===== config.mk =====
export PLATFORM = sky130hd
export DESIGN_NAME = lru_block_buffer_allocator_flat
export DESIGN_NICKNAME = d
export VERILOG_FILES = /design/src/rtl/lbba_pkg.sv /design/src/rtl/lbba_req_if.sv /design/src/rtl/lbba_rsp_if.sv /design/src/rtl/lbba_link_ram.sv /design/src/rtl/lru_block_buffer_allocator.sv /design/src/flat_wrapper.sv
export SDC_FILE = /design/constraint.sdc
export NUM_CORES = 1
export LEC_CHECK = 0
export ABC_AREA = 1
export BUFFER_PORTS_ARGS = -buffer_cell sky130_fd_sc_hd__buf_2
export CAP_MARGIN = 5
export CORE_UTILIZATION = 55
export DETAILED_ROUTE_END_ITERATION = 8
export GPL_ROUTABILITY_DRIVEN = 0
export PLACE_DENSITY = 0.79
export REMOVE_ABC_BUFFERS = 1
export SYNTH_ARGS = -nofsm -noshare
export SYNTH_HDL_FRONTEND = slang
export SYNTH_SLANG_ARGS = --single-unit

===== constraint.sdc =====
create_clock -name clk -period 9.7 [get_ports clk]
set_input_delay 0.97 -clock clk [delete_from_list [all_inputs] [get_ports clk]]
set_output_delay 0.97 -clock clk [all_outputs]
set_load 0.02 [all_outputs]

===== src/rtl/lbba_pkg.sv =====
// Package for the LRU block buffer allocator.
// Holds sizes, status and operation codes, the link write struct and link reset values.
// Depends on nothing; every other file of the block uses it.
`default_nettype none

package lbba_pkg;

    localparam int NUM_BUFFERS       = 16;
    localparam int BLOCK_NUMBER_BITS = 24;
    localparam int IDX_BITS          = $clog2(NUM_BUFFERS);
    localparam int COUNT_BITS        = $clog2(NUM_BUFFERS + 1);
    localparam int INDEX_FIELD_BITS  = 4;
    localparam int STATUS_BITS       = 2;

    localparam logic OP_GET     = 1'b0;
    localparam logic OP_RELEASE = 1'b1;

    typedef logic [IDX_BITS-1:0]          buf_idx_t;
    typedef logic [COUNT_BITS-1:0]        count_t;
    typedef logic [BLOCK_NUMBER_BITS-1:0] block_t;
    typedef logic [INDEX_FIELD_BITS-1:0]  index_field_t;

    typedef enum logic [STATUS_BITS-1:0] {
        STATUS_OK           = 2'd0,
        STATUS_NO_FREE      = 2'd1,
        STATUS_BUSY         = 2'd2,
        STATUS_IDLE_RELEASE = 2'd3
    } status_t;

    typedef struct packed {
        logic     en;
        buf_idx_t addr;
        buf_idx_t data;
    } link_wr_t;

    function automatic buf_idx_t next_init(buf_idx_t i);
        return IDX_BITS'((int'(i) + 1) % NUM_BUFFERS);
    endfunction

    function automatic buf_idx_t prev_init(buf_idx_t i);
        return IDX_BITS'((int'(i) + NUM_BUFFERS - 1) % NUM_BUFFERS);
    endfunction

endpackage

`default_nettype wire


===== src/rtl/lbba_req_if.sv =====
// Request channel of the LRU block buffer allocator: valid, ready and the request fields.
// Depends on lbba_pkg for the field widths.
`default_nettype none

interface lbba_req_if;

    logic                  valid;
    logic                  ready;
    logic                  op;
    lbba_pkg::block_t      block_number;
    lbba_pkg::index_field_t release_index;

    modport source (output valid, output op, output block_number, output release_index,
                    input ready);
    modport sink (input valid, input op, input block_number, input release_index,
                  output ready);

endinterface

`default_nettype wire


===== src/rtl/lbba_rsp_if.sv =====
// Response channel of the LRU block buffer allocator: valid, ready and the result fields.
// Depends on lbba_pkg for the field widths.
`default_nettype none

interface lbba_rsp_if;

    logic                   valid;
    logic                   ready;
    lbba_pkg::index_field_t buffer_index;
    logic                   was_hit;
    logic [lbba_pkg::STATUS_BITS-1:0] status;

    modport source (output valid, output buffer_index, output was_hit, output status,
                    input ready);
    modport sink (input valid, input buffer_index, input was_hit, input status,
                  output ready);

endinterface

`default_nettype wire


===== src/rtl/lbba_link_ram.sv =====
// Free list link store: next and prev memories with one read and one write port each.
// Entries never written read back as their reset links. Depends on lbba_pkg.
`default_nettype none

module lbba_link_ram (
    input  wire logic               clk,
    input  wire logic               rst_n,
    input  wire logic               rd_en,
    input  wire lbba_pkg::buf_idx_t rd_addr,
    input  wire lbba_pkg::link_wr_t next_wr,
    input  wire lbba_pkg::link_wr_t prev_wr,
    output lbba_pkg::buf_idx_t      next_q,
    output lbba_pkg::buf_idx_t      prev_q
);

    lbba_pkg::buf_idx_t next_mem [lbba_pkg::NUM_BUFFERS];
    lbba_pkg::buf_idx_t prev_mem [lbba_pkg::NUM_BUFFERS];

    logic [lbba_pkg::NUM_BUFFERS-1:0] next_vld_reg;
    logic [lbba_pkg::NUM_BUFFERS-1:0] prev_vld_reg;
    lbba_pkg::buf_idx_t               next_rd_reg;
    lbba_pkg::buf_idx_t               prev_rd_reg;
    lbba_pkg::buf_idx_t               rd_addr_reg;
    logic                             next_rd_vld_reg;
    logic                             prev_rd_vld_reg;

    always_ff @(posedge clk)
    begin
        if (next_wr.en)
        begin
            next_mem[next_wr.addr] <= next_wr.data;
        end
        if (prev_wr.en)
        begin
            prev_mem[prev_wr.addr] <= prev_wr.data;
        end
        if (rd_en)
        begin
            next_rd_reg <= next_mem[rd_addr];
            prev_rd_reg <= prev_mem[rd_addr];
            rd_addr_reg <= rd_addr;
        end
    end

    always_ff @(posedge clk or negedge rst_n)
    begin
        if (!rst_n)
        begin
            next_vld_reg    <= '0;
            prev_vld_reg    <= '0;
            next_rd_vld_reg <= 1'b0;
            prev_rd_vld_reg <= 1'b0;
        end
        else
        begin
            if (next_wr.en)
            begin
                next_vld_reg[next_wr.addr] <= 1'b1;
            end
            if (prev_wr.en)
            begin
                prev_vld_reg[prev_wr.addr] <= 1'b1;
            end
            if (rd_en)
            begin
                next_rd_vld_reg <= next_vld_reg[rd_addr];
                prev_rd_vld_reg <= prev_vld_reg[rd_addr];
            end
        end
    end

    assign next_q = next_rd_vld_reg ? next_rd_reg : lbba_pkg::next_init(rd_addr_reg);
    assign prev_q = prev_rd_vld_reg ? prev_rd_reg : lbba_pkg::prev_init(rd_addr_reg);

endmodule

`default_nettype wire


===== src/rtl/lru_block_buffer_allocator.sv =====
// LRU block buffer allocator: tag lookup in flip-flops, free list links in lbba_link_ram.
// A request is taken in S_IDLE and its link entries are read into registers; S_UPDATE then
// writes the links and the response, and no new request is taken until it returns to S_IDLE.
// A waiting response does not block the next request; it only holds the update cycle.
// Reset: all buffers free in index order, no tag valid, no buffer busy; no clearing pass.
// Depends on lbba_pkg, lbba_req_if, lbba_rsp_if and lbba_link_ram.
`default_nettype none

module lru_block_buffer_allocator (
    input  wire logic  clk,
    input  wire logic  rst_n,
    lbba_req_if.sink   req,
    lbba_rsp_if.source rsp
);

    typedef enum logic {
        S_IDLE,
        S_UPDATE
    } state_t;

    typedef enum logic [1:0] {
        ACT_NONE,
        ACT_UNLINK,
        ACT_APPEND
    } act_t;

    state_t state_reg, state_next;

    lbba_pkg::block_t                 tag_reg [lbba_pkg::NUM_BUFFERS];
    logic [lbba_pkg::NUM_BUFFERS-1:0] valid_reg, valid_next;
    logic [lbba_pkg::NUM_BUFFERS-1:0] busy_reg, busy_next;
    lbba_pkg::buf_idx_t               head_reg, head_next;
    lbba_pkg::buf_idx_t               tail_reg, tail_next;
    lbba_pkg::count_t                 count_reg, count_next;

    lbba_pkg::buf_idx_t     idx_reg;
    lbba_pkg::index_field_t item_index_reg;
    logic                   item_hit_reg;
    lbba_pkg::status_t      item_status_reg;
    act_t                   act_reg;

    logic                   out_valid_reg, out_valid_next;
    lbba_pkg::index_field_t out_index_reg, out_index_next;
    logic                   out_hit_reg, out_hit_next;
    lbba_pkg::status_t      out_status_reg, out_status_next;

    logic                   accept;
    logic                   out_free;
    logic                   found;
    lbba_pkg::buf_idx_t     match_idx;
    logic                   rel_in_range;
    lbba_pkg::buf_idx_t     rel_idx;
    lbba_pkg::buf_idx_t     dec_idx;
    lbba_pkg::index_field_t dec_index;
    logic                   dec_hit;
    lbba_pkg::status_t      dec_status;
    act_t                   dec_act;
    logic                   dec_retag;
    logic                   dec_busy_set;
    logic                   dec_busy_clr;

    lbba_pkg::link_wr_t next_wr;
    lbba_pkg::link_wr_t prev_wr;
    lbba_pkg::buf_idx_t link_next;
    lbba_pkg::buf_idx_t link_prev;

    assign req.ready = (state_reg == S_IDLE);
    assign accept    = req.valid && req.ready;
    assign out_free  = !out_valid_reg || rsp.ready;

    always_comb
    begin
        found     = 1'b0;
        match_idx = '0;
        for (int i = lbba_pkg::NUM_BUFFERS - 1; i >= 0; i--)
        begin
            if (valid_reg[i] && (tag_reg[i] == req.block_number))
            begin
                found     = 1'b1;
                match_idx = lbba_pkg::IDX_BITS'(i);
            end
        end
    end

    assign rel_in_range = (int'(req.release_index) < lbba_pkg::NUM_BUFFERS);
    assign rel_idx      = lbba_pkg::IDX_BITS'(req.release_index);

    always_comb
    begin
        dec_idx      = '0;
        dec_hit      = 1'b0;
        dec_status   = lbba_pkg::STATUS_OK;
        dec_act      = ACT_NONE;
        dec_retag    = 1'b0;
        dec_busy_set = 1'b0;
        dec_busy_clr = 1'b0;
        if (req.op == lbba_pkg::OP_GET)
        begin
            if (found)
            begin
                dec_idx = match_idx;
                dec_hit = 1'b1;
                if (busy_reg[match_idx])
                begin
                    dec_status = lbba_pkg::STATUS_BUSY;
                end
                else
                begin
                    dec_act      = ACT_UNLINK;
                    dec_busy_set = 1'b1;
                end
            end
            else if (count_reg == '0)
            begin
                dec_status = lbba_pkg::STATUS_NO_FREE;
            end
            else
            begin
                dec_idx      = head_reg;
                dec_act      = ACT_UNLINK;
                dec_retag    = 1'b1;
                dec_busy_set = 1'b1;
            end
        end
        else
        begin
            dec_idx = rel_idx;
            if (rel_in_range && busy_reg[rel_idx])
            begin
                dec_act      = ACT_APPEND;
                dec_busy_clr = 1'b1;
            end
            else
            begin
                dec_status = lbba_pkg::STATUS_IDLE_RELEASE;
            end
        end
        dec_index = (req.op == lbba_pkg::OP_GET) ?
                    lbba_pkg::INDEX_FIELD_BITS'(dec_idx) : req.release_index;
    end

    lbba_link_ram u_link_ram (
        .clk     (clk),
        .rst_n   (rst_n),
        .rd_en   (accept),
        .rd_addr (dec_idx),
        .next_wr (next_wr),
        .prev_wr (prev_wr),
        .next_q  (link_next),
        .prev_q  (link_prev)
    );

    always_comb
    begin
        state_next      = state_reg;
        valid_next      = valid_reg;
        busy_next       = busy_reg;
        head_next       = head_reg;
        tail_next       = tail_reg;
        count_next      = count_reg;
        out_valid_next  = out_valid_reg && !rsp.ready;
        out_index_next  = out_index_reg;
        out_hit_next    = out_hit_reg;
        out_status_next = out_status_reg;
        next_wr         = '0;
        prev_wr         = '0;
        unique case (state_reg)
            S_IDLE:
            begin
                if (accept)
                begin
                    state_next = S_UPDATE;
                    if (dec_retag)
                    begin
                        valid_next[dec_idx] = 1'b1;
                    end
                    if (dec_busy_set)
                    begin
                        busy_next[dec_idx] = 1'b1;
                    end
                    if (dec_busy_clr)
                    begin
                        busy_next[dec_idx] = 1'b0;
                    end
                end
            end
            S_UPDATE:
            begin
                if (out_free)
                begin
                    state_next      = S_IDLE;
                    out_valid_next  = 1'b1;
                    out_index_next  = item_index_reg;
                    out_hit_next    = item_hit_reg;
                    out_status_next = item_status_reg;
                    case (act_reg)
                        ACT_UNLINK:
                        begin
                            if (idx_reg == head_reg)
                            begin
                                head_next = link_next;
                            end
                            else
                            begin
                                next_wr = '{en: 1'b1, addr: link_prev, data: link_next};
                            end
                            if (idx_reg == tail_reg)
                            begin
                                tail_next = link_prev;
                            end
                            else
                            begin
                                prev_wr = '{en: 1'b1, addr: link_next, data: link_prev};
                            end
                            count_next = count_reg - lbba_pkg::COUNT_BITS'(1);
                        end
                        ACT_APPEND:
                        begin
                            if (count_reg == '0)
                            begin
                                head_next = idx_reg;
                            end
                            else
                            begin
                                next_wr = '{en: 1'b1, addr: tail_reg, data: idx_reg};
                                prev_wr = '{en: 1'b1, addr: idx_reg, data: tail_reg};
                            end
                            tail_next  = idx_reg;
                            count_next = count_reg + lbba_pkg::COUNT_BITS'(1);
                        end
                        default:
                        begin
                        end
                    endcase
                end
            end
            default:
            begin
                state_next = S_IDLE;
            end
        endcase
    end

    always_ff @(posedge clk or negedge rst_n)
    begin
        if (!rst_n)
        begin
            state_reg     <= S_IDLE;
            valid_reg     <= '0;
            busy_reg      <= '0;
            head_reg      <= '0;
            tail_reg      <= lbba_pkg::IDX_BITS'(lbba_pkg::NUM_BUFFERS - 1);
            count_reg     <= lbba_pkg::COUNT_BITS'(lbba_pkg::NUM_BUFFERS);
            act_reg       <= ACT_NONE;
            out_valid_reg <= 1'b0;
        end
        else
        begin
            state_reg     <= state_next;
            valid_reg     <= valid_next;
            busy_reg      <= busy_next;
            head_reg      <= head_next;
            tail_reg      <= tail_next;
            count_reg     <= count_next;
            out_valid_reg <= out_valid_next;
            if (accept)
            begin
                act_reg <= dec_act;
            end
        end
    end

    always_ff @(posedge clk)
    begin
        out_index_reg  <= out_index_next;
        out_hit_reg    <= out_hit_next;
        out_status_reg <= out_status_next;
        if (accept)
        begin
            idx_reg         <= dec_idx;
            item_index_reg  <= dec_index;
            item_hit_reg    <= dec_hit;
            item_status_reg <= dec_status;
            if (dec_retag)
            begin
                tag_reg[dec_idx] <= req.block_number;
            end
        end
    end

    assign rsp.valid        = out_valid_reg;
    assign rsp.buffer_index = out_index_reg;
    assign rsp.was_hit      = out_hit_reg;
    assign rsp.status       = out_status_reg;

`ifndef SYNTHESIS
    a_count_range: assert property (@(posedge clk) disable iff (!rst_n)
        int'(count_reg) <= lbba_pkg::NUM_BUFFERS)
        else $error("free count exceeds the number of buffers");

    a_busy_free_balance: assert property (@(posedge clk) disable iff (!rst_n)
        (state_reg == S_IDLE) |->
            (int'($countones(busy_reg)) + int'(count_reg) == lbba_pkg::NUM_BUFFERS))
        else $error("busy buffers and free list count disagree");

    a_unlink_nonempty: assert property (@(posedge clk) disable iff (!rst_n)
        (state_reg == S_UPDATE && act_reg == ACT_UNLINK) |-> (count_reg != '0))
        else $error("unlink requested on an empty free list");

    a_busy_is_hit: assert property (@(posedge clk) disable iff (!rst_n)
        (rsp.valid && rsp.status == lbba_pkg::STATUS_BUSY) |-> rsp.was_hit)
        else $error("busy status reported without a hit");
`endif

endmodule

`default_nettype wire

===== src/flat_wrapper.sv =====
// flat-port wrapper written by rule: the top's interface ports become plain ports
module lru_block_buffer_allocator_flat 
  (clk, rst_n, req_valid, req_op, req_block_number, req_release_index, req_ready, rsp_valid, rsp_buffer_index, rsp_was_hit, rsp_status, rsp_ready);
  lbba_req_if req_i ();
  lbba_rsp_if rsp_i ();
  input  wire logic clk;
  input  wire logic rst_n;
  input wire logic [$bits(req_i.valid)-1:0] req_valid;
  input wire logic [$bits(req_i.op)-1:0] req_op;
  input wire logic [$bits(req_i.block_number)-1:0] req_block_number;
  input wire logic [$bits(req_i.release_index)-1:0] req_release_index;
  output wire logic [$bits(req_i.ready)-1:0] req_ready;
  output wire logic [$bits(rsp_i.valid)-1:0] rsp_valid;
  output wire logic [$bits(rsp_i.buffer_index)-1:0] rsp_buffer_index;
  output wire logic [$bits(rsp_i.was_hit)-1:0] rsp_was_hit;
  output wire logic [$bits(rsp_i.status)-1:0] rsp_status;
  input wire logic [$bits(rsp_i.ready)-1:0] rsp_ready;
  assign req_i.valid = req_valid;
  assign req_i.op = req_op;
  assign req_i.block_number = req_block_number;
  assign req_i.release_index = req_release_index;
  assign req_ready = req_i.ready;
  assign rsp_valid = rsp_i.valid;
  assign rsp_buffer_index = rsp_i.buffer_index;
  assign rsp_was_hit = rsp_i.was_hit;
  assign rsp_status = rsp_i.status;
  assign rsp_i.ready = rsp_ready;
  lru_block_buffer_allocator u_core (.clk(clk), .rst_n(rst_n), .req(req_i), .rsp(rsp_i));
endmodule

======== Yosys cells after proc, flatten, opt, wreduce, memory -nomap -nowiden ========
Memory sizes are Yosys's and may differ from the RTL's. A register that Yosys moved wholly into a read port is not among the register bits.
Index checks and enable logic that the tools add are counted.
storage, ports and cells
  bits in registers ....................... 101
  bits in writable memories ............... 512
  output and inout bits ................... 9
  memories kept ........................... 3
memories
  memory                      words  bits a word  rd ports  clocked after Yosys merged registers in  write ports  line                              text
  u_core.tag_reg              16     24           16        0                                        1            lru_block_buffer_allocator.sv:29  lbba_pkg::block_t tag_reg [lbba_pkg::NUM_BUFFERS];
  u_core.u_link_ram.next_mem  16     4            1         1                                        1            lbba_link_ram.sv:16               lbba_pkg::buf_idx_t next_mem [lbba_pkg::NUM_BUFFERS];
  u_core.u_link_ram.prev_mem  16     4            1         1                                        1            lbba_link_ram.sv:17               lbba_pkg::buf_idx_t prev_mem [lbba_pkg::NUM_BUFFERS];
operators by class
  add/subtract/negate cells ............... 5
  $lt $le $gt $ge ......................... 8
  eq/ne operators ......................... 23
  multiplexer cells ....................... 103
  bitwise logic cells ..................... 7
  reductions and logical operators ........ 32
operators by type and width
  kind                 number
  $eq 24x24->1         16
  $mux 4               25
  $mux 9               8
  $mux 16              4
  $or 16x16->16        4
  $mux 1               46
  $pmux 9 s2           2
  $lt 4x5->1 const B   5
  $logic_and 1x1->1    21
  $and 16x16->16       1
  $bmux 1 s4           4
  $not 16->16          1
  $pmux 4 s2           2
  $mux 2               7
  $demux 1 s4          3
  $ge 4x1->1 const B   3
  $pmux 5 s2           1
  $add 4x1->4 const B  2
  $eq 4x4->1           2
  $ne 2x1->1 const B   3
  $reduce_and 3->1     2
  $add 5x1->5 const B  1
  $logic_not 5->1      1
  $reduce_and 5->1     1
  11 further kinds     13

======== Logic depth before layout (Yosys ltp) ========
Gate-level depths: netlist (run 1).
An unclocked memory read counts as a cell.
  depth after elaboration ................. 31
  gate-level depth with buffers ........... 35
  mapped depth without buffers ............ 33

======== Cells and area by module ========
From an unflattened synthesis (run 1), not the netlist that was laid out.
second synthesis, totals
  cell total of the unflattened synthesis .. 2402
  area, all modules ....................... 27736.6 sq um
by module, submodules not included
  module                      instances  cells an instance  area an instance (sq um)
  lru_block_buffer_allocator  1          1790               20519.7
  lbba_link_ram               1          612                7216.9

======== Worst setup path after synthesis (run 1) ========
OpenSTA, ideal clock, no wires.
  path kind ............................... input to register
  from .................................... input port req_block_number[1]
  to ...................................... memory u_core.tag_reg[2][0] in the netlist's numbering, enable pin
  arrival time ............................ 4298 ps
  data required time ...................... 9295 ps
  setup slack ............................. 4998 ps
  stages on the path ...................... 21
  path buffers ............................ 3
  path through ............................ buf_4 -> inv_2 -> buf_2 -> o21ai_0 -> or4_1 -> nor3_1 -> nand2_1 -> nand2_1 -> nor2_1 -> nand2_2 -> nor2_4 -> nor2_2 -> nand2_1 -> nand2_2 -> inv_2 -> nor2_4 -> buf_4 -> inv_2 -> nor2_1 -> inv_1 -> nor2_1
between the ends
  elaborated cells between the ends (all ways) .. 71
RTL lines
  item                                                    line                              text
  start: declaration                                      flat_wrapper.sv:10                input wire logic [$bits(req_i.block_number)-1:0] req_block_number;
  $eq 24x24->1                                            lru_block_buffer_allocator.sv:77  if (valid_reg[i] && (tag_reg[i] == req.block_number))
  $logic_and 1x1->1                                       lru_block_buffer_allocator.sv:77
  $mux 4 / $mux 1 (equally long branches) (16 in series)  lru_block_buffer_allocator.sv:77
  $mux 4 (*)                                              lru_block_buffer_allocator.sv:99  if (found)
  $mux 4 (*)                                              lru_block_buffer_allocator.sv:97  if (req.op == lbba_pkg::OP_GET)
  via u_core.dec_idx[1]                                   lru_block_buffer_allocator.sv:53  lbba_pkg::buf_idx_t dec_idx;
  end: declaration                                        lru_block_buffer_allocator.sv:29
The timed path passes the listed nets; every way through them passes the cells marked *.

======== Worst setup path in the final report (run 1) ========
  from .................................... input port req_block_number[13]
  to ...................................... memory u_core.tag_reg[15][22] in the netlist's numbering, enable pin
Same word-level chain as after synthesis.

==> impl_metrics.csv, run 1 <==
group,metric,value,unit
finish,area_growth,9.77,%
worst_setup_path,cp_max_fo,29,
power_and_ir_drop,vdd_ir_drop_max,0.000124,V
floorplanning,ios,42,
synth,ys_ff_latch,621,
route,vias,19077,
synth,syn_avg_cell_area,11.5,µm²
power_and_ir_drop,powerDensity,215,nW/µm²
floorplanning,start_util,55.6,%
cts,cts_tree,"built",
power_and_ir_drop,power_frac_seq,49.4,%
cts,clkLatencyLatePin,0.63,ns
finish,final_cell_mix,"538 x edfxtp_1, 532 x nand2_1, 174 x nor2_1",
synth,synth_area_leaders,"edfxtp_1 59%, nand2_1 7.4%, dfrtp_1 7.2%, xnor2_1 3.6%, nor2_1 2.6%",
finish,antenna_cells,0,
synth,synthCells,2369,
sta,period_share,65.9,%
global_routing,grt_pass1_vias,18376,
cts,clockBufferDepth,3,
sta,slew_headroom,9.45,%
floorplanning,core,48800,µm²
cts,postCtsSetupBuffers,0,
place,dp_hpwl,42100,µm
worst_setup_path,criticalPathCategory,"in2reg",
worst_setup_path,rr_worst_depth,17,
global_routing,grt_pass1_wl,106000,µm
synth,synth_top_area_cell,"edfxtp_1",
cts,ctsResizeCount,0,
finish,fillers,3675,
place,io_buffer_count,41,
cts,root_buffer,"clkbuf_16",
global_routing,antenna_found_initial,2,
synth,synthArstFlopShare,13.4,%
outcome,outcome,"finished clean",
flow_run,drv_cap,0,
finish,final_nets,2451,
cts,ctsHoldBuffers,0,
cts,cts-buffers-inserted,60,
synth,syn-cell-area,27200,µm²
finish,final_common_cell,"edfxtp_1",
route,wirelength,70600,µm
route,dr.pass1.iters,7,
sta,max_freq,156,MHz
cts,htree_num_levels,2,
sta,rsz0062_at_grt,"false",
global_routing,grt_max_degree,63,
worst_setup_path,cp-end-kind,"flip-flop",
synth,synth_flop_cell,"edfxtp_1",
hold_path,holdCritPathClass,"in2async",
floorplanning,die_w,224,µm
sta,hold_viol,0,
synth,synth_top_area_share,59.5,%
route,drc,0,
worst_setup_path,critPathArrivalTime,6.63,ns
sta,min_period,6.39,ns
finish,largest_register_ffs,384,
sta,tightest_slew,1.35,ns
floorplanning,rows,81,
power_and_ir_drop,p_leak,10.9,nW
power_and_ir_drop,internal_power,4.65,mW
sta,clock_skew,0.0177,ns
synth,ys_types,51,
synth,yosysSeqAreaShare,67.2,%
global_routing,track_usage,28.2,%
power_and_ir_drop,p_sw,1.77,mW
power_and_ir_drop,p_clk_share,35.8,%
cts,cts.sinks,621,
route,avgViaCountPerCell,6.11,
synth,synth_edf_count,538,
sta,fin_tns_setup,0,ns
route,first_iter_violations,2790,
worst_setup_path,required,9.93,ns
synth,yosysWarningCount,0,
global_routing,grt-ovfl-total,0,
power_and_ir_drop,combPwrFrac,14.8,%
worst_setup_path,cp-start-kind,"primary input",
route,wl_per_cell,22.6,µm
power_and_ir_drop,sw_frac_of_total,27.6,%
route,drtAntennaViolNets,0,
finish,final_cell_area,29800,µm²
place,place_area,27900,µm²
floorplanning,die_height,224,µm
floorplanning,dieArea,50300,µm²
sta,slew_violations,0,
sta,setup_viol_count_final,0,
cts,clk_pin_slew,0.07,ns
finish,drive_above_1_share,10.5,%
worst paths after layout:
| kind | endpoint | startpoint | slack (ns) |
|---|---|---|---|
| max in group asynchronous | u_core.u_link_ram.prev_vld_reg[5] | rst_n | 8.13 |
| hold reg to reg | u_core.rsp.status[0] | u_core.item_status_reg[0] | 0.43 |
| min in group clk | u_core.rsp.status[0] | u_core.item_status_reg[0] | 0.43 |
| hold / removal | u_core.u_link_ram.next_vld_reg[4] | rst_n | 0.30 |
| setup reg to reg | u_core.tag_reg[15][22] | u_core.tag_reg[15][5] | 4.25 |
| setup / recovery | u_core.tag_reg[15][22] | req_block_number[13] | 3.31 |
kinds of logic (layout without fill, tap and decap cells):
family / Yosys count / after routing / synth area share [%]
flops: 621 / 621 / 67.2
compound gates: 365 / 365 / 8.09
simple gates: 949 / 949 / 15.0
buf+inv: 282 / 373 / 4.71
mux: 1 / 1 / 0.0369
xor+xnor: 143 / 143 / 4.61
fa+ha+maj: 8 / 8 / 0.396
Yosys cell counts, drive strengths merged, types with 5 or more instances:
master     n
a22oi     19
or2       40
a211oi    13
buf       75
or4        8
a22o      16
nor2     195
nand2    541
ha         7
xor2      30
nor3      18
inv      191
clkbuf    13
o21ai    160
edfxtp   538
dfstp      5
xnor2    113
nand3     67
o2111ai    6
a21oi     56
nor4      15
o22ai     59
a221oi    26
dfrtp     78
nand4     58
metrics by stage:
step	hold WS, ns	setup slack [ns]	utilization, %	instances	power [mW]
after floorplan	0.400	4.07	-	2281	3.77
after global placement	0.413	3.15	57.0	3010	4.10
after detailed placement	0.411	2.91	57.0	3010	4.14
after CTS	0.294	3.44	61.0	3122	6.39
after global routing	0.304	3.09	61.0	3124	6.62
final	0.298	3.31	61.0	3124	6.41
metal layers:
layer,global-route usage (%),up-vias,routed length (µm)
met5,0,-,35
met4,12.6,2,3220
met3,5.84,232,8400
met2,43.5,1359,31800
met1,38.8,9127,27200
li1,-,8357,-
power by group through the flow:
| stage | registers, mW | clock network [mW] | logic, mW |
|---|---|---|---|
| floorplan | 3.20 | 0 | 0.579 |
| global placement | 3.21 | 0 | 0.890 |
| detailed placement | 3.22 | 0 | 0.921 |
| CTS | 3.16 | 2.30 | 0.928 |
| global route | 3.18 | 2.40 | 1.04 |
| finish | 3.17 | 2.30 | 0.951 |
worst max-delay path, cell delays in order:
cell     delay (ns)
buf_2          0.49
inv_2          0.48
nand2_1        0.16
nand2_1        0.06
nor2_1         0.11
nand2_1        0.07
nor2_1         0.15
nand2_1        0.10
o21ai_0        0.57
nor2_1         0.17
a21oi_1        0.33
nor2_1         0.12
a21oi_2        0.22
inv_2          0.06
nor2_1         0.85
inv_1          0.22
nor2_1         0.40
inv_1          0.12
nor2_2         0.93
area by class of cell:
| type | count | area [µm²] | share of cell area, % |
|---|---|---|---|
| Tap cell | 664 | 831 | 2.79 |
| Inverter | 194 | 728 | 2.44 |
| Timing Repair Buffer | 67 | 410 | 1.38 |
| Multi-Input combinational cell | 1466 | 7670 | 25.7 |
| Clock inverter | 35 | 339 | 1.14 |
| Sequential cell | 621 | 18200 | 61.2 |
| Clock buffer | 77 | 1590 | 5.32 |
No activity file was read; power rests on OpenSTA's default activity.
==> inputs of run 2 (changes only) <==
clock period = 6.3 ns   (was 9.7 ns; I/O delays follow)
==> run 2 against run 1 <==
Combinational power up 56%. Clock power increased by 58%. Critical path type unchanged. Utilization is 0.64 points higher.
==> impl_metrics.csv, run 2 (synthesized netlist as in run 1, its figures left out) <==
group,metric,value,unit
worst_setup_path,criticalPathCategory,"in2reg",
sta,period_share,73.3,%
finish,final_common_cell,"edfxtp_1",
power_and_ir_drop,powerDensity,332,nW/µm²
hold_path,hold_depth,4,
global_routing,grt_pass1_vias,18708,
route,wl_per_cell,22.9,µm
worst_setup_path,cp_max_fo,24,
route,first_iter_violations,2739,
floorplanning,core,48800,µm²
sta,slew_headroom,12.3,%
finish,final_cell_area,30100,µm²
place,dp_hpwl,44300,µm
sta,clock_skew,0.0319,ns
finish,final_nets,2483,
power_and_ir_drop,p_leak,11.1,nW
sta,min_period,4.62,ns
cts,clkLatencyLatePin,0.64,ns
floorplanning,die_w,224,µm
sta,max_freq,216,MHz
global_routing,grt_pass1_wl,108000,µm
place,io_buffer_count,41,
floorplanning,ios,42,
power_and_ir_drop,vdd_ir_drop_max,0.000227,V
cts,postCtsSetupBuffers,0,
worst_setup_path,rr_worst_depth,19,
place,place_area,28100,µm²
floorplanning,die_height,224,µm
global_routing,grt_max_degree,57,
worst_setup_path,cp-start-kind,"primary input",
route,drc,0,
sta,slew_violations,0,
route,vias,19273,
global_routing,track_usage,28.7,%
finish,antenna_cells,0,
route,wirelength,72300,µm
finish,fillers,3627,
global_routing,antenna_found_initial,1,
outcome,outcome,"finished clean",
worst_setup_path,critPathArrivalTime,4.90,ns
finish,drive_above_1_share,11.7,%
sta,hold_viol,0,
finish,final_cell_mix,"538 x edfxtp_1, 532 x nand2_1, 174 x nor2_1",
sta,setup_viol_count_final,0,
cts,cts.sinks,621,
finish,area_growth,10.9,%
cts,root_buffer,"clkbuf_16",
finish,largest_register_ffs,384,
global_routing,grt-ovfl-total,0,
floorplanning,dieArea,50300,µm²
floorplanning,rows,81,
cts,cts-buffers-inserted,61,
route,drtAntennaViolNets,0,
worst_setup_path,cp-end-kind,"flip-flop",
cts,clockBufferDepth,3,
sta,rsz0062_at_grt,"false",
sta,tightest_slew,1.32,ns
sta,whs,0.263,ns
worst_setup_path,required,6.58,ns
flow_run,drv_cap,0,
sta,fin_tns_setup,0,ns
route,avgViaCountPerCell,6.10,
power_and_ir_drop,finalPower,9.99,mW
cts,clk_pin_slew,0.06,ns
hold_path,holdCritPathClass,"in2reg",
cts,htree_num_levels,2,
cts,cts_tree,"built",
route,dr.pass1.iters,6,
floorplanning,start_util,55.6,%
[run 2: changes by cell type in the layout (fill, tap and decap cells not counted), moves of 2 or more]
cell | previous run | this run
buf_4 | 26 | 56
clkbuf_16 | 60 | 62
clkbuf_1 | 15 | 19
clkbuf_8 | 2 | 8
clkinv_1 | 13 | 10
[run 2: power by group]
group | total, mW | leakage, nW | switching (mW) | internal [mW]
clock | 3.63 | 0.972 | 1.56 | 2.07
sequential | 4.88 | 5.78 | 0.138 | 4.74
combinational | 1.48 | 4.32 | 1.04 | 0.437
[run 2: worst paths after layout]
kind / end / slack (ns) / startpoint
min: u_core.rsp.valid / 0.26 / rsp_ready
max reg2reg: u_core.tag_reg[14][10] / 1.84 / u_core.tag_reg[0][6]
min in group asynchronous: u_core.valid_reg[9] / 0.50 / rst_n
max in group asynchronous: u_core.u_link_ram.prev_vld_reg[4] / 4.60 / rst_n
min reg2reg: u_core.rsp.buffer_index[1] / 0.42 / u_core.item_index_reg[1]
max: u_core.tag_reg[14][10] / 1.68 / req_block_number[8]
[run 2: cell type report]
type                            count  area, µm²  share of cell area (%)
Inverter                          194        728                    2.42
Multi-Input combinational cell   1466       7670                    25.5
Tap cell                          664        831                    2.76
Clock buffer                       89       1730                    5.75
Sequential cell                   621      18200                    60.6
Timing Repair Buffer               98        651                    2.16
Clock inverter                     27        264                   0.877
[run 2: what timing repair did]
action                    4_1_cts  5_1_grt
hold buffers                    1        0
hold endpoints to repair       27        0
gates resized for setup         0        0
[run 2: metrics by stage]
stage | util [%] | worst slack [ns] | std cells
after floorplan | - | 1.01 | 2281
after global placement | 57.5 | 1.45 | 3042
after detailed placement | 57.5 | 1.31 | 3042
after CTS | 61.7 | 1.83 | 3159
after global routing | 61.7 | 1.48 | 3159
final | 61.7 | 1.68 | 3159
[run 2: layer usage]
layer / GRT usage (%) / part of all wire [%] / vias to the layer above
li1: - / - / 8422
met2: 45.0 / 46 / 1390
met3: 6.72 / 13 / 254
met4: 12.6 / 4.2 / 0
met5: 0 / 0 / -
met1: 38.5 / 37 / 9207
[run 2: worst max-delay path: stages]
cell and delay, ns:
buf_2 0.42, inv_2 0.33, nand2_1 0.13, o21ai_0 0.10, inv_1 0.08, nand4_1 0.08
nor2_1 0.17, nand4_1 0.28, and2_1 0.26, nand2_1 0.06, a31oi_1 0.09, o21bai_1 0.22
nand2_1 0.18, inv_2 0.13, nand2_1 0.10, nand2_2 0.15, inv_2 0.07, nor2_4 0.45
inv_2 0.14, nor2_1 0.17, inv_1 0.14, nor2_2 0.14, buf_4 0.32
==> inputs of run 3 (changes only) <==
clock period = 4.3 ns   (was 6.3 ns; I/O delays follow)
==> run 3 against run 2 <==
Global-route usage rose by 1.7 points. Clock skew rose by 0.022 ns. Sequential share of layout area down 1.7 points. First-iteration DRC count grew 7.6%. Die area did not move. Register-to-register slack got worse by 1.4 ns. Cell count increased by 1.8%. Highest routed layer unchanged.
==> impl_metrics.csv, run 3 (synthesized netlist as in run 1, its figures left out) <==
group,metric,value,unit
outcome,outcome,"finished clean",
global_routing,grtUsageMet1,39.8,%
sta,hold_viol,0,
floorplanning,dieArea,50300,µm²
hold_path,holdCritPathClass,"in2reg",
worst_setup_path,criticalPathCategory,"reg2reg",
cts,cts-buffers-inserted,60,
floorplanning,die_height,224,µm
floorplanning,start_util,55.6,%
route,wl_per_cell,23.7,µm
place,io_buffer_count,41,
sta,tightest_slew,1.12,ns
sta,whs,0.109,ns
cts,clk_pin_slew,0.06,ns
sta,slew_violations,0,
worst_setup_path,max_stage_delay,0.42,ns
worst_setup_path,critPathTopFamily,"simple AND/OR/NAND/NOR gates",
worst_setup_path,required,4.61,ns
sta,rsz0062_at_grt,"false",
cts,root_buffer,"clkbuf_16",
route,drtAntennaViolNets,0,
floorplanning,die_w,224,µm
worst_setup_path,crit_buf_inv,5,
flow_run,drv_cap,0,
floorplanning,ios,42,
route,first_iter_violations,2946,
global_routing,grt_pass1_wl,114000,µm
route,wirelength,76100,µm
finish,final_common_cell,"edfxtp_1",
worst_setup_path,cp_max_fo,24,
hold_path,hold_depth,4,
cts,cts.sinks,621,
place,place_area,29000,µm²
worst_setup_path,cp-end-kind,"flip-flop",
cts,cts_tree,"built",
worst_setup_path,critPathArrivalTime,4.21,ns
place,dp_hpwl,47400,µm
power_and_ir_drop,vdd_ir_drop_max,0.000284,V
cts,htree_num_levels,2,
sta,min_period,3.91,ns
finish,area_growth,14.1,%
sta,clock_skew,0.0541,ns
worst_setup_path,crit_chain,"a22o_1 > nor4_1 > buf_4 > nor3b_1 > nand2_1 > nand2_1 > nor2_1 > nand2_1 > nand2_1 > nand3_1 > o21ai_2 > buf_4 > nor2_1 > inv_1 > nor2_1 > inv_1 > nor2_2 > buf_12",
finish,final_cell_area,31000,µm²
worst_setup_path,rr_worst_depth,18,
worst_setup_path,crit_slowest_cell,"edfxtp_1",
sta,period_share,90.8,%
route,dr.pass1.iters,7,
finish,drive_above_1_share,13.4,%
cts,postCtsSetupBuffers,0,
global_routing,track_usage,30.4,%
route,avgViaCountPerCell,6.17,
finish,largest_register_ffs,384,
global_routing,grt-ovfl-total,0,
sta,setup_viol_count_final,0,
cts,clockBufferDepth,3,
global_routing,grt.busiest_layer,"met2",
global_routing,antenna_found_initial,2,
worst_setup_path,crit_cells,18,
route,vias,19834,
cts,clkLatencyLatePin,0.65,ns
route,drc,0,
global_routing,met2_usage,48.6,%
sta,fin_tns_setup,0,ns
global_routing,grt_pass1_vias,19306,
global_routing,grt_max_degree,52,
floorplanning,core,48800,µm²
power_and_ir_drop,p_leak,11.5,nW
worst_setup_path,crit_top_cell,"nand2_1",
finish,final_cell_mix,"538 x edfxtp_1, 532 x nand2_1, 174 x nor2_1",
sta,max_freq,256,MHz
global_routing,met3_usage,7.24,%
sta,slew_headroom,25.4,%
worst_setup_path,cp-start-kind,"flip-flop",
floorplanning,rows,81,
finish,final_nets,2539,
power_and_ir_drop,powerDensity,478,nW/µm²
==> run 3: cell types whose count changed in the layout (fill, tap and decap cells not counted), sizes merged <==
cell / previous run / this run
clkinvlp: 3 / 1
inv: 192 / 193
clkinv: 22 / 21
clkbuf: 89 / 87
diode: 0 / 3
bufinv: 4 / 5
buf: 97 / 154
==> run 3: final timing paths <==
kind | from | end | slack, ns
worst min-delay path | rsp_ready | u_core.rsp.valid | 0.11
worst min register to register | u_core.item_index_reg[2] | u_core.rsp.buffer_index[2] | 0.42
max in group asynchronous | rst_n | u_core.valid_reg[13] | 2.86
worst max-delay path | u_core.tag_reg[6][12] | u_core.tag_reg[5][23] | 0.39
min in group asynchronous | rst_n | u_core.valid_reg[8] | 0.38
worst max register to register | u_core.tag_reg[6][12] | u_core.tag_reg[5][23] | 0.39
==> run 3: routing by layer <==
layer	part of all wire (%)	wire length, µm
met5	0	0
met4	4.6	3460
met3	13	10200
met2	47	35400
met1	35	27000
==> run 3: worst register-to-register path, stage by stage (launching register included) <==
cell and delay (ns):
edfxtp_1 0.42, a22o_1 0.26, nor4_1 0.28, buf_4 0.18, nor3b_1 0.31, nand2_1 0.16, nand2_1 0.11, nor2_1 0.07
nand2_1 0.09, nand2_1 0.17, nand3_1 0.17, o21ai_2 0.07, buf_4 0.14, nor2_1 0.26, inv_1 0.18, nor2_1 0.22
inv_1 0.12, nor2_2 0.14, buf_12 0.19
==> run 3: final cells by class <==
class	count	area (µm²)
sequential	621	18200
clock buffer	87	1710
inverter	194	728
antenna	3	7.51
tap	664	831
clock inverter	26	290
multi-input combinational	1466	7670
timing repair buffer	155	1490
fill	3514	17900
==> run 3: power breakdown <==
part / total [mW] / leakage [nW] / internal, mW / switching (mW)
Clock: 5.35 / 0.971 / 3.06 / 2.29
Combinational: 2.32 / 4.71 / 0.746 / 1.58
Sequential: 7.14 / 5.78 / 6.95 / 0.197
Total: 14.8 / 11.5 / 10.8 / 4.06
==> run 3: metrics by stage <==
stage / util [%] / instances / worst slack, ns / power [mW]
6_report: 63.4 / 3216 / 0.394 / 14.8
5_1_grt: 63.4 / 3213 / 0.219 / 15.2
4_1_cts: 63.4 / 3213 / 0.497 / 14.8
3_5_place_dp: 59.3 / 3099 / 0.0681 / 9.48
3_3_place_gp: 59.3 / 3099 / 0.0261 / 9.39
2_1_floorplan: - / 2281 / -0.787 / 8.51
==> run 3: what timing repair did <==
item	in CTS	in global routing
hold buffers	1	0
resized for setup	0	0
hold endpoints to repair	45	0
